==> src/pbn_pkg.sv <==
// Shared constants, types and helpers for the palette blend / nearest color unit.
`default_nettype none
package pbn_pkg;

    localparam int PALETTE_ENTRIES = 256;
    localparam int QUANT_BITS      = 5;
    localparam int IDX_W           = 8;
    localparam int CH_W            = 8;
    localparam int DIST_W          = 18;
    localparam int NUM_CELLS       = 3;

    typedef enum logic [2:0] {
        CMD_WRITE   = 3'd0,
        CMD_NEAREST = 3'd1,
        CMD_LIGHTEN = 3'd2,
        CMD_DARKEN  = 3'd3,
        CMD_ALPHA25 = 3'd4,
        CMD_ALPHA50 = 3'd5,
        CMD_ALPHA75 = 3'd6,
        CMD_NONE    = 3'd7
    } cmd_t;

    typedef enum logic [2:0] {
        ST_IDLE,
        ST_RDF,
        ST_RDB,
        ST_MIX,
        ST_SCAN,
        ST_DRAIN,
        ST_OUT
    } state_t;

    // One beat travelling down the chain of distance cells
    typedef struct packed {
        logic              vld;
        logic              last;
        logic [IDX_W-1:0]  idx;
        logic [DIST_W-1:0] dsum;
    } link_t;

    // Clip the low bits of a channel to the quantizer grid
    function automatic logic [CH_W-1:0] quant(input logic [CH_W-1:0] v);
        logic [CH_W-1:0] mask;
        mask = ~((CH_W'(1) << (CH_W - QUANT_BITS)) - CH_W'(1));
        return v & mask;
    endfunction

endpackage
`default_nettype wire

==> src/pbn_cell.sv <==
// One distance cell: adds the squared difference of one channel and hands the beat on.
`default_nettype none
module pbn_cell
    import pbn_pkg::*;
(
    input  wire logic            clk,
    input  wire logic            rst_n,
    input  wire logic [23:0]     ent_in,
    input  wire logic [CH_W-1:0] target,
    input  wire logic [1:0]      sel,
    input  wire link_t           link_in,
    output      link_t           link_out
);

    logic [CH_W-1:0]   ch;
    logic [CH_W-1:0]   diff;
    logic [DIST_W-1:0] sq;
    link_t             link_reg;
    link_t             link_next;

    // pick the channel this cell owns and square its difference
    always_comb
    begin
        case (sel)
            2'd0:    ch = ent_in[23:16];
            2'd1:    ch = ent_in[15:8];
            default: ch = ent_in[7:0];
        endcase
        diff = (ch > target) ? (ch - target) : (target - ch);
        sq   = DIST_W'(diff * diff);
        link_next      = link_in;
        link_next.dsum = link_in.dsum + sq;
    end

    // advance the beat, valid cleared at reset
    always_ff @(posedge clk or negedge rst_n)
    begin
        if (!rst_n)
        begin
            link_reg <= '0;
        end
        else
        begin
            link_reg <= link_next;
        end
    end

    assign link_out = link_reg;

endmodule
`default_nettype wire

==> config.mk <==
export PLATFORM = sky130hd
export DESIGN_NAME = pbn_cell
export DESIGN_NICKNAME = d
export VERILOG_FILES = /design/src/pbn_pkg.sv /design/src/pbn_cell.sv
export SDC_FILE = /design/constraint.sdc
export NUM_CORES = 1
export LEC_CHECK = 0
export ABC_CLOCK_PERIOD_IN_PS = 800
export BUFFER_PORTS_ARGS = -buffer_cell sky130_fd_sc_hd__buf_2
export CORE_ASPECT_RATIO = 0.8
export CORE_UTILIZATION = 45
export DETAILED_ROUTE_END_ITERATION = 8
export PLACE_DENSITY_LB_ADDON = 0.2
export REMOVE_ABC_BUFFERS = 1
export SYNTH_ARGS = -nofsm -noshare
export SYNTH_HDL_FRONTEND = slang
export SYNTH_SLANG_ARGS = --single-unit
==> constraint.sdc <==
create_clock -name clk -period 0.8 [get_ports clk]
set_input_delay 0.16 -clock clk [delete_from_list [all_inputs] [get_ports clk]]
set_output_delay 0.16 -clock clk [all_outputs]
set_load 0.02 [all_outputs]
After elaboration in Yosys (flattened, before gate mapping)
Index checks and enable logic that the tools add are counted.
Storage, ports and cells
  output and inout port bits: 28
  logic and storage cells: 13
  bits in registers: 28
Cells by class
  add/subtract/negate cells: 3
  multiplexer cells: 2
  $mul: 1
  order comparisons: 1
  equality and inequality tests: 1
  reduce and logical (&&, ||, !) cells: 1
Operator list (count)
  18-bit by 16-bit adder with 18-bit output: 1
  8-bit by 8-bit multiplier with 16-bit output: 1
  8-bit case mux with 2 select lines: 1
  8-bit subtractor: 2
  8-bit greater-than comparator: 1
  8-bit two-way mux: 1
  2-bit by 1-bit == test with 1-bit output (second input constant): 1
  2-bit logical NOT: 1

Logic depth before layout (Yosys ltp)
  depth after elaboration: 6
  mapped depth: 29
  mapped depth without buffers: 28

Worst setup path before layout
Ideal clock, no wire load.
  path kind: in2reg
  start point: input sel[0]
  end point: register link_reg, in the netlist link_out[17]
  data required time: 0.680 ns
  stages: 26
  buffers on the path: 2
  library setup time: 0.120 ns
  path slack: -5.866 ns
  arrival: 6.547 ns
  cells stage by stage: clkbuf_1 > mux2i_1 > o21ai_0 > ha_1 > buf_6 > a21o_1 > a211o_1 > o21ai_4 > mux2i_1 > xor2_1 > nor2_1 > ha_1 > xor2_1 > fa_1 > fa_1 > inv_1 > fa_1 > inv_1 > ha_1 > o21a_1 > o21a_1 > o21a_1 > o21ai_1 > o21ai_1 > or4b_1 > and3_1
RTL lines
  from (decl): RTL line pbn_cell.sv:10  | input wire logic [1:0] sel,
  to (signal assigned): RTL line pbn_cell.sv:44  | link_reg <= link_next;
  to (decl): RTL line pbn_cell.sv:18  | link_t link_reg;

==> flow_summary.json <==
{
  "cts_root_buf": "clkbuf_8",
  "synth_compound_area_share_pct": 11.17,
  "rows": 29,
  "boundaryPins": 92,
  "synthFlopType": "dfrtp_1",
  "hold_depth": 2,
  "setup_viol": 46,
  "num_vias": 3732,
  "finalHoldViolCount": 0,
  "first_iter_violations": 122,
  "min_period_ns": 6.237,
  "yosys-top-cells-area": "fa_1 21%, ha_1 19%, dfrtp_1 19%",
  "holdWs_ns": 0.1423,
  "min_from": "link_in[0]",
  "yosys.area_share.xor_xnor_pct": 6.347,
  "die_h_um": 84.03,
  "synth_top_family_by_area": "adder cells",
  "status": "finished with violations",
  "gp_congestion": 0.8566,
  "fin_crit_sh_pct": 779.6,
  "dpl_worst_slack_ns": -5.642,
  "yosys.area_share.simple_pct": 9.190,
  "yosysTopAreaCell": "fa_1",
  "clk_pin_slew_ns": 0.10,
  "final_antenna_net_count": 0,
  "multi_input_area_um2": 3253,
  "initial_core_util_pct": 46.99,
  "synth.most_common_cell": "inv_1",
  "rsz0062_at_grt": "yes",
  "chipWidth_um": 104.5,
  "whs_endpoint": "link_out[0]",
  "tightest_slew_ns": 0.4267,
  "seq_area_um2": 700.7,
  "fillers": 482,
  "grt_pass1_wl_mm": 16.22,
  "routed_wl_mm": 11.97,
  "dp_hpwl_mm": 7.113,
  "antenna_found_initial": 0,
  "drv_slew": 0,
  "drive_gt1_share_pct": 50.39,
  "max_slew_margin_pct": 71.36,
  "overflow": 0,
  "yosys.area.top_type_share_pct": 20.63,
  "avgViaCountPerCell": 5.036,
  "cts_tree": "done",
  "grt_max_degree": 29,
  "cp-end-kind": "flip-flop",
  "route.detailed.drc": 0,
  "syn_area_um2": 3785,
  "dr.pass1.iters": 4,
  "n_antenna_cell": 0,
  "layout_setup_ws_ns": -5.437,
  "start_kind": "input pin",
  "ys_top_cells_by_count": "94 x inv_1, 58 x ha_1, 39 x fa_1, 28 x dfrtp_1, 28 x nor2_1",
  "ys_seq_elements": 28,
  "synth-edff-count": 0,
  "yosys_warnings": 0,
  "portBuffers": 91,
  "cp.required_ns": 0.97,
  "routedWlPerCell_um": 16.15,
  "async_flop_share_pct": 100.0,
  "cts_buffers": 3,
  "syn_avg_cell_area_um2": 9.164,
  "maxCapViolCount": 0,
  "yosysSeqAreaShare_pct": 18.51,
  "areaGrowthSynthToFinish_pct": 66.98,
  "cts.htree.levels": 1,
  "cts_buffer_depth": 2,
  "numClockSinks": 28,
  "num-nets-final": 795,
  "crit_arrival_ns": 6.41,
  "critPathMaxFanout": 7,
  "violations": "negative setup slack",
  "grt_pass1_vias": 3588,
  "grt_usage_pct": 22.53,
  "max_freq_mhz": 160.3,
  "criticalPathCategory": "in2reg",
  "die_area_um2": 8784,
  "core_um2": 8055,
  "synthAdderAreaFrac_pct": 39.80,
  "synth_cells": 413,
  "muxShareOfSynthArea_pct": 4.000,
  "synth_cell_type_count": 43,
  "largest_register_ffs": 28,
  "hold_path_class": "in2reg"
}
repair_timing:
action	in CTS	in global routing
setup endpoints to repair	46	46
buffers inserted	13	16
pin swaps	29	59
hold buffers	10	1
resized for setup	117	100
hold endpoints to repair	37	1
worst max-delay path: stages:
cell	delay (ns)
buf_12	0.10
mux2i_1	0.24
o21ai_1	0.11
buf_4	0.15
ha_1	0.31
and4_2	0.27
a31oi_4	0.21
o21ai_4	0.09
buf_8	0.16
mux2i_4	0.19
xnor2_2	0.17
or2_4	0.27
buf_6	0.11
fa_2	0.52
inv_2	0.04
fa_1	0.50
fa_1	0.56
inv_2	0.05
fa_2	0.38
inv_2	0.08
ha_4	0.20
o21a_1	0.19
o21a_1	0.19
o21a_1	0.18
o21ai_1	0.12
o21ai_1	0.12
or4b_1	0.53
and3_1	0.18
metal layers:
metal	track usage, %	vias up	routed length (um)
met3	1.561	32	351
met2	41.66	118	6477
met4	1.169	0	354
met5	0	-	0
met1	30.18	1825	4781
li1	-	1757	-
kinds of logic (layout without fill, tap and decap cells):
family	Yosys count	after routing
buffers and inverters	108	328
adders and majority gates	97	97
and+or+nand+nor	75	75
AOI/OAI and AO/OA	66	66
DFF	28	28
xor gates and xnor gates	24	24
muxes	15	15
worst max path at each step:
stage | startpoint | end | slack, ns | cells past startpoint
2_1_floorplan | sel[0] | link_out[17] | -5.46 | 26
3_3_place_gp | sel[0] | link_out[17] | -5.54 | 25
3_5_place_dp | sel[0] | link_out[17] | -5.64 | 23
4_1_cts | sel[0] | link_out[17] | -5.11 | 29
5_1_grt | sel[0] | link_out[17] | -5.58 | 28
6_report | sel[0] | link_out[17] | -5.44 | 28
area by class of cell:
type / count / area share, %
Clock buffer: 3 / 0.6533
Clock inverter: 1 / 0.4752
Inverter: 102 / 6.217
Multi-Input combinational cell: 277 / 51.47
Sequential cell: 28 / 11.09
Tap cell: 108 / 2.138
Timing Repair Buffer: 222 / 27.95
layout by cell type (no fill, tap or decap), types with 10 or more instances in the layout:
cell,count
nor2_1,17
ha_4,18
dlygate4sd3_1,11
a21oi_1,11
buf_4,98
buf_6,48
nand2_1,23
dfrtp_1,28
buf_2,61
o21ai_1,10
fa_1,33
inv_2,23
inv_1,76
ha_1,39
per-stage QoR:
step / utilization (%) / instances / cell area [um2] / setup TNS (ns)
2_1_floorplan: - / 407 / 3752 / -74.76
3_3_place_gp: 62.64 / 698 / 5046 / -81.79
3_5_place_dp: 62.64 / 698 / 5046 / -83.37
4_1_cts: 71.20 / 725 / 5736 / -76.92
5_1_grt: 78.46 / 741 / 6320 / -83.62
6_report: 78.46 / 741 / 6320 / -80.37
Power is left out: the tool's default activity adds up to more than one toggle a clock period on the data nets, which glitch-free logic cannot reach.
