File: config.mk
export PLATFORM = sky130hd
export DESIGN_NAME = pbn_min
export DESIGN_NICKNAME = d
export VERILOG_FILES = /design/src/pbn_pkg.sv /design/src/pbn_min.sv
export SDC_FILE = /design/constraint.sdc
export NUM_CORES = 1
export LEC_CHECK = 0
export ABC_AREA = 1
export BUFFER_PORTS_ARGS = -buffer_cell sky130_fd_sc_hd__buf_2
export CAP_MARGIN = 5
export CORE_UTILIZATION = 38
export DETAILED_ROUTE_END_ITERATION = 16
export PLACE_DENSITY_LB_ADDON = 0.3
export SLEW_MARGIN = 25
export SYNTH_ARGS = -nofsm -noshare
export SYNTH_HDL_FRONTEND = slang
export SYNTH_SLANG_ARGS = --single-unit
File: constraint.sdc
create_clock -name clk -period 4.4 [get_ports clk]
set_clock_uncertainty 0.2 [all_clocks]
set_input_delay 0.44 -clock clk [delete_from_list [all_inputs] [get_ports clk]]
set_output_delay 0.44 -clock clk [all_outputs]
set_load 0.005 [all_outputs]
File: src/pbn_pkg.sv
// Shared constants, types and helpers for the palette blend / nearest color unit.
`default_nettype none
package pbn_pkg;

    localparam int PALETTE_ENTRIES = 256;
    localparam int QUANT_BITS      = 5;
    localparam int IDX_W           = 8;
    localparam int CH_W            = 8;
    localparam int DIST_W          = 18;
    localparam int NUM_CELLS       = 3;

    typedef enum logic [2:0] {
        CMD_WRITE   = 3'd0,
        CMD_NEAREST = 3'd1,
        CMD_LIGHTEN = 3'd2,
        CMD_DARKEN  = 3'd3,
        CMD_ALPHA25 = 3'd4,
        CMD_ALPHA50 = 3'd5,
        CMD_ALPHA75 = 3'd6,
        CMD_NONE    = 3'd7
    } cmd_t;

    typedef enum logic [2:0] {
        ST_IDLE,
        ST_RDF,
        ST_RDB,
        ST_MIX,
        ST_SCAN,
        ST_DRAIN,
        ST_OUT
    } state_t;

    // One beat travelling down the chain of distance cells
    typedef struct packed {
        logic              vld;
        logic              last;
        logic [IDX_W-1:0]  idx;
        logic [DIST_W-1:0] dsum;
    } link_t;

    // Clip the low bits of a channel to the quantizer grid
    function automatic logic [CH_W-1:0] quant(input logic [CH_W-1:0] v);
        logic [CH_W-1:0] mask;
        mask = ~((CH_W'(1) << (CH_W - QUANT_BITS)) - CH_W'(1));
        return v & mask;
    endfunction

endpackage
`default_nettype wire

File: src/pbn_min.sv
// Running minimum over the distance beats coming out of the chain.
`default_nettype none
module pbn_min
    import pbn_pkg::*;
(
    input  wire logic             clk,
    input  wire logic             rst_n,
    input  wire logic             start,
    input  wire link_t            link_in,
    output      logic             done,
    output      logic [IDX_W-1:0] best
);

    logic [DIST_W-1:0] best_dist_reg;
    logic [IDX_W-1:0]  best_reg;
    logic              have_reg;
    logic              done_reg;
    logic              take;

    // strictly smaller wins, so ties keep the lowest index
    assign take = link_in.vld && (!have_reg || link_in.dsum < best_dist_reg);

    always_ff @(posedge clk or negedge rst_n)
    begin
        if (!rst_n)
        begin
            have_reg <= 1'b0;
            done_reg <= 1'b0;
        end
        else if (start)
        begin
            have_reg <= 1'b0;
            done_reg <= 1'b0;
        end
        else
        begin
            if (take)
            begin
                have_reg <= 1'b1;
            end
            done_reg <= link_in.vld && link_in.last;
        end
    end

    always_ff @(posedge clk)
    begin
        if (start)
        begin
            best_reg <= IDX_W'(1);
        end
        else if (take)
        begin
            best_reg      <= link_in.idx;
            best_dist_reg <= link_in.dsum;
        end
    end

    assign done = done_reg;
    assign best = best_reg;

endmodule
`default_nettype wire

Word level (Yosys, flattened, before mapping)
Cells that the tools add are included.
- register bits: 28
- bits in latches: 0
- memory bits (writable): 0
- bits in read-only memories: 0
- input port bits: 31
- output and inout port bits: 9
- word-level logic and storage cells: 15
- memories kept: 0
- add/sub/neg operators: 0
- $mul: 0
- div/mod/pow operators: 0
- magnitude comparators: 1
- equality and inequality tests: 0
- shift operators: 0
- multiplexer cells: 3
- bitwise logic cells: 1
- reduce and logical (&&, ||, !) cells: 6
- operator list (kind ; count):
    18-bit < comparator ; 1
    1-bit two-way mux ; 3
    1-bit logical AND ; 2
    2-bit AND reduction ; 1
    2-bit nonzero test ; 1
    1-bit logical NOT ; 1
    1-bit logical OR ; 1
    1-bit NOT ; 1

Depth between registers and ports, before layout
- word-level depth: 5
- gate-level depth with buffers: 14

Least setup slack after synthesis
Ideal clock, no wire load.
- kind: input to register
- from: input link_in[17] in the netlist's numbering
- to: register best_dist_reg[0], enable pin
- setup time: 0.393 ns
- arrival: 2.182 ns
- setup slack: 1.626 ns
- cell stages on the path: 10
- path buffers: 0
- cells stage by stage: ha_1 nand2_1 nor2_2 nand2_2 nor2_1 nor2_1 nand3_2 nand2_4 nand2_4 nor2_1
- word-level cells in the longest chain between the ends: 4
- ends and longest elaborated chain (what ; line ; source):
    from (decl) ; pbn_min.sv:9 ; input wire link_t link_in,
    18-bit < comparator ; pbn_min.sv:21 ; assign take = link_in.vld && (!have_reg || link_in.dsum < best_dist_reg);
    1-bit logical OR ; pbn_min.sv:21 ;
    1-bit logical AND ; pbn_min.sv:21 ;
    2-bit AND reduction (no source line) ; -- ;
    to (signal assigned) ; pbn_min.sv:54 ; best_dist_reg <= link_in.dsum;
    to (decl) ; pbn_min.sv:14 ; logic [DIST_W-1:0] best_dist_reg;
No other way between the ends.
A chain may end at the register's enable or synchronous reset.

Worst setup path in the final report
- from: register best_dist_reg[17]
- to: register best_dist_reg[9], enable pin
- word-level cells in the longest chain between the ends: 4
- ends and longest elaborated chain (what ; line):
    18-bit < comparator ; pbn_min.sv:21
    1-bit logical OR ; pbn_min.sv:21
    1-bit logical AND ; pbn_min.sv:21
    2-bit AND reduction (no source line) ; --
No other way between the ends.

==> summary by stage <==
Power and ir drop
The standby leakage power is slightly above 0.9 nW. For this design the ratio of total power to cell area is a little over 300 nW/µm². VDD sags by at most 0.0001466 V.

Synth
The dominant synthesized flop cell is sky130_fd_sc_hd__edfxtp_1. The share of the Yosys chip area taken by registers is 0.5300. The post-synthesis sequential element count is 28. The synthesized area divided by synthesized cell count is around 9.7 µm². When the netlist entered floorplanning its net count stood at 194. The post-synthesis instance area is ~1400 µm². The cell count after synthesis came out at about 150. The number of warnings issued by yosys is 0. The netlist uses 17 different library cells. The async set or reset register ratio after synthesis is 0.07143. Counting flops with a built-in enable in the synthesized netlist gives 18.

Place
Once detailed placement completed, the half-perimeter wirelength came to about 2000 µm. The area of placed instances is between 1500 and 2000 µm². Input and output buffers added on the ports amount to 39.

The global placement routability congestion is 0.7492.

Routing
The via count normalized by instance count is roughly 4.5. The final layout contains routed wiring with a total length of 2490 µm. In the final routed layout, each cell accounts on average for approximately 11 µm. Before antenna repair, the detailed router went through 4 iterations. The number of remaining DRC errors is 0.

The number of nets still failing antenna checks after routing is 0. The final route contains 1061 vias. After the first detailed-routing iteration, the DRC count stood at 18.

Clock tree
The maximum buffer depth of the clock tree is 2. The tree is rooted in a sky130_fd_sc_hd__clkbuf_8. The number of clock sinks is 28.

The clock latency on the worst-skew pair is 0.27 ns. In this run the post-CTS setup repair buffer count came out at 0. CTS built an H-tree with a depth of 1. Clock-pin slew was measured on the worst setup and hold paths at roughly 0.09 ns. Clock tree synthesis inserted a total of 3 buffers.

The clock tree from TritonCTS is built.

Cells and area
After the last flow step, the layout net total stands at 240. The filler cells instantiated in the layout total about 320. Compared with the post-synthesis result, the final layout area differs by 22.97%.

The flip-flop count of the largest register, all copies and words added is 18. The leading cell type in the layout, fill and taps excluded is sky130_fd_sc_hd__buf_2. The layout cell share with drive strength beyond 1 is 0.2670. The finished cells cover 1742 µm². Leaving out fill and tap cells, the most frequent cells in the layout are sky130_fd_sc_hd__buf_2 (39), sky130_fd_sc_hd__nand2_1 (32), sky130_fd_sc_hd__inv_1 (28), sky130_fd_sc_hd__edfxtp_1 (18). The number of antenna repair diodes is 0.

Hold path
The worst hold path terminates at best_dist_reg[16]. The class of the most critical hold timing path is input port to flip-flop. The startpoint of the most critical hold path is link_in[16]. The cell depth of the worst hold path is 1.

STA
Subtracting the final worst setup slack from the clock period gives between 2 and 2.5 ns. The relative slew slack is 0.7362. The maximum frequency from static timing analysis is about 430 MHz. The count of final setup violators is 0.

Setup repair after global routing left no endpoint under its margin. The final setup TNS is 0 ns. The number of hold-slack violations in the final timing report is 0. The max-slew violation count came to 0. The ratio of final minimum period to clock period is 0.5245. At the pin with the least slew margin, the transition time is a little under 0.4 ns.

Critical path
Data on the critical path is required at its endpoint by 4.16 ns. The critical register-to-register path endpoint is best_dist_reg[9]. The worst setup path is captured at a flip-flop. The arrival time at the worst endpoint is roughly 2.1 ns. The type of the setup path with the least slack is flip-flop to flip-flop. Along the worst path, the maximum fanout reaches 18. Counting cells, the worst reg-to-reg path comes to 12. The startpoint identified for the worst register-to-register timing path is best_dist_reg[17]. The worst setup path is launched from a flip-flop. The slack of the worst reg-to-reg path is approximately 2.1 ns.

GRT
The number of global-route vias before repair is roughly 1000. The first global-routing pass estimated approximately 4400 µm of wire. In the global route stage, overall resource usage came out at 0.1376. The largest net degree at the start of global routing is 19. The global-route congestion overflow total is 0. The number of antenna violations at the first check in global routing is 0.

Die
During I/O placement, the number of pins put on the boundary was 40. The initialized floorplan defines 21 standard-cell rows. The area of the core is roughly 3400 µm².

The die height is 63.05 µm. The die outline area is ~4000 µm². The die boundary width is 63.05 µm.

The effective utilization at floorplan is 0.4115.

Flow run
Max-cap violations in this run came to 0.

Status
The flow ran to the end, and the final reports show no timing, DRC or antenna violations.
==> through the flow <==
step,hold slack [ns],util,worst slack [ns],power (mW),instances
floorplan,-0.05559,-,1.626,0.3478,146
finish,0.1586,0.5060,2.092,0.5306,237
detailed placement,0.03024,0.4871,1.924,0.3824,232
global placement,0.02723,0.4871,1.966,0.3781,232
CTS,0.1583,0.5060,2.083,0.5334,237
global route,0.1541,0.5060,1.944,0.5560,237
==> layout make-up <==
cell class | instances | area, µm² | share of cell area
Clock buffer | 4 | 55.05 | 0.03161
Sequential cell | 28 | 750.7 | 0.4310
Timing Repair Buffer | 41 | 212.7 | 0.1221
Multi-Input combinational cell | 90 | 560.5 | 0.3218
Inverter | 28 | 105.1 | 0.06034
Tap cell | 46 | 57.56 | 0.03305
==> logic make-up after synthesis <==
kind of cell	count (synthesis)	synth area share
buf+inv	28	0.07420
fa+ha+maj	17	0.1502
simple gates	67	0.2226
compound gates	6	0.02297
flops	28	0.5300
==> critical path, stage by stage, from the launching register on <==
cell and delay (ns):
sky130_fd_sc_hd__edfxtp_1 0.38, sky130_fd_sc_hd__inv_1 0.08, sky130_fd_sc_hd__ha_1 0.24, sky130_fd_sc_hd__nand2_1 0.11
sky130_fd_sc_hd__nor2_2 0.06, sky130_fd_sc_hd__nand2_2 0.08, sky130_fd_sc_hd__nor2_1 0.04, sky130_fd_sc_hd__nor2_1 0.12
sky130_fd_sc_hd__nand3_2 0.10, sky130_fd_sc_hd__nand2_4 0.12, sky130_fd_sc_hd__nand2_4 0.09, sky130_fd_sc_hd__nor2_1 0.10
sky130_fd_sc_hd__buf_4 0.27
==> where the power goes <==
part	total, mW	internal [mW]	switching, mW	leakage (nW)
Combinational	0.0759	0.0333	0.0426	0.634
Clock	0.155	0.0799	0.0746	0.0288
Sequential	0.300	0.295	0.00549	0.260
Total	0.531	0.408	0.123	0.922
==> synth_stat cells (2+ instances only) <==
master                      n  area share
sky130_fd_sc_hd__a21oi_1    4       0.014
sky130_fd_sc_hd__dfrtp_1    2       0.035
sky130_fd_sc_hd__dfxtp_1    8        0.11
sky130_fd_sc_hd__edfxtp_1  18        0.38
sky130_fd_sc_hd__ha_1      17        0.15
sky130_fd_sc_hd__inv_1     28       0.074
sky130_fd_sc_hd__nand2_1   32       0.085
sky130_fd_sc_hd__nand2_4    2       0.016
sky130_fd_sc_hd__nand3_1   17       0.060
sky130_fd_sc_hd__nand3_2    2       0.014
sky130_fd_sc_hd__nor2_1    10       0.027
==> routing by layer <==
metal,GRT usage,wire length (µm),vias up
met4,0.04360,15,0
met5,0,0,-
li1,-,-,560
met2,0.2312,1159,31
met3,0.02174,134,2
met1,0.1797,1181,468
==> worst max-delay path by stage <==
stage | start | endpoint | slack (ns) | cells past startpoint
CTS | best_dist_reg[17] | best_dist_reg[4] | 2.08 | 12
global placement | link_in[17] | best_dist_reg[2] | 1.97 | 12
detailed placement | link_in[17] | best_dist_reg[15] | 1.92 | 12
finish | best_dist_reg[17] | best_dist_reg[9] | 2.09 | 12
global route | best_dist_reg[5] | best_dist_reg[2] | 1.94 | 12
floorplan | link_in[17] | best_dist_reg[0] | 1.63 | 10
==> timing repair <==
| item | 4_1_cts | 5_1_grt |
|---|---|---|
| hold buffers | 1 | 0 |
| gates resized for setup | 0 | 0 |
| hold endpoints to repair | 2 | 0 |
(Power assumes the default switching activity.)
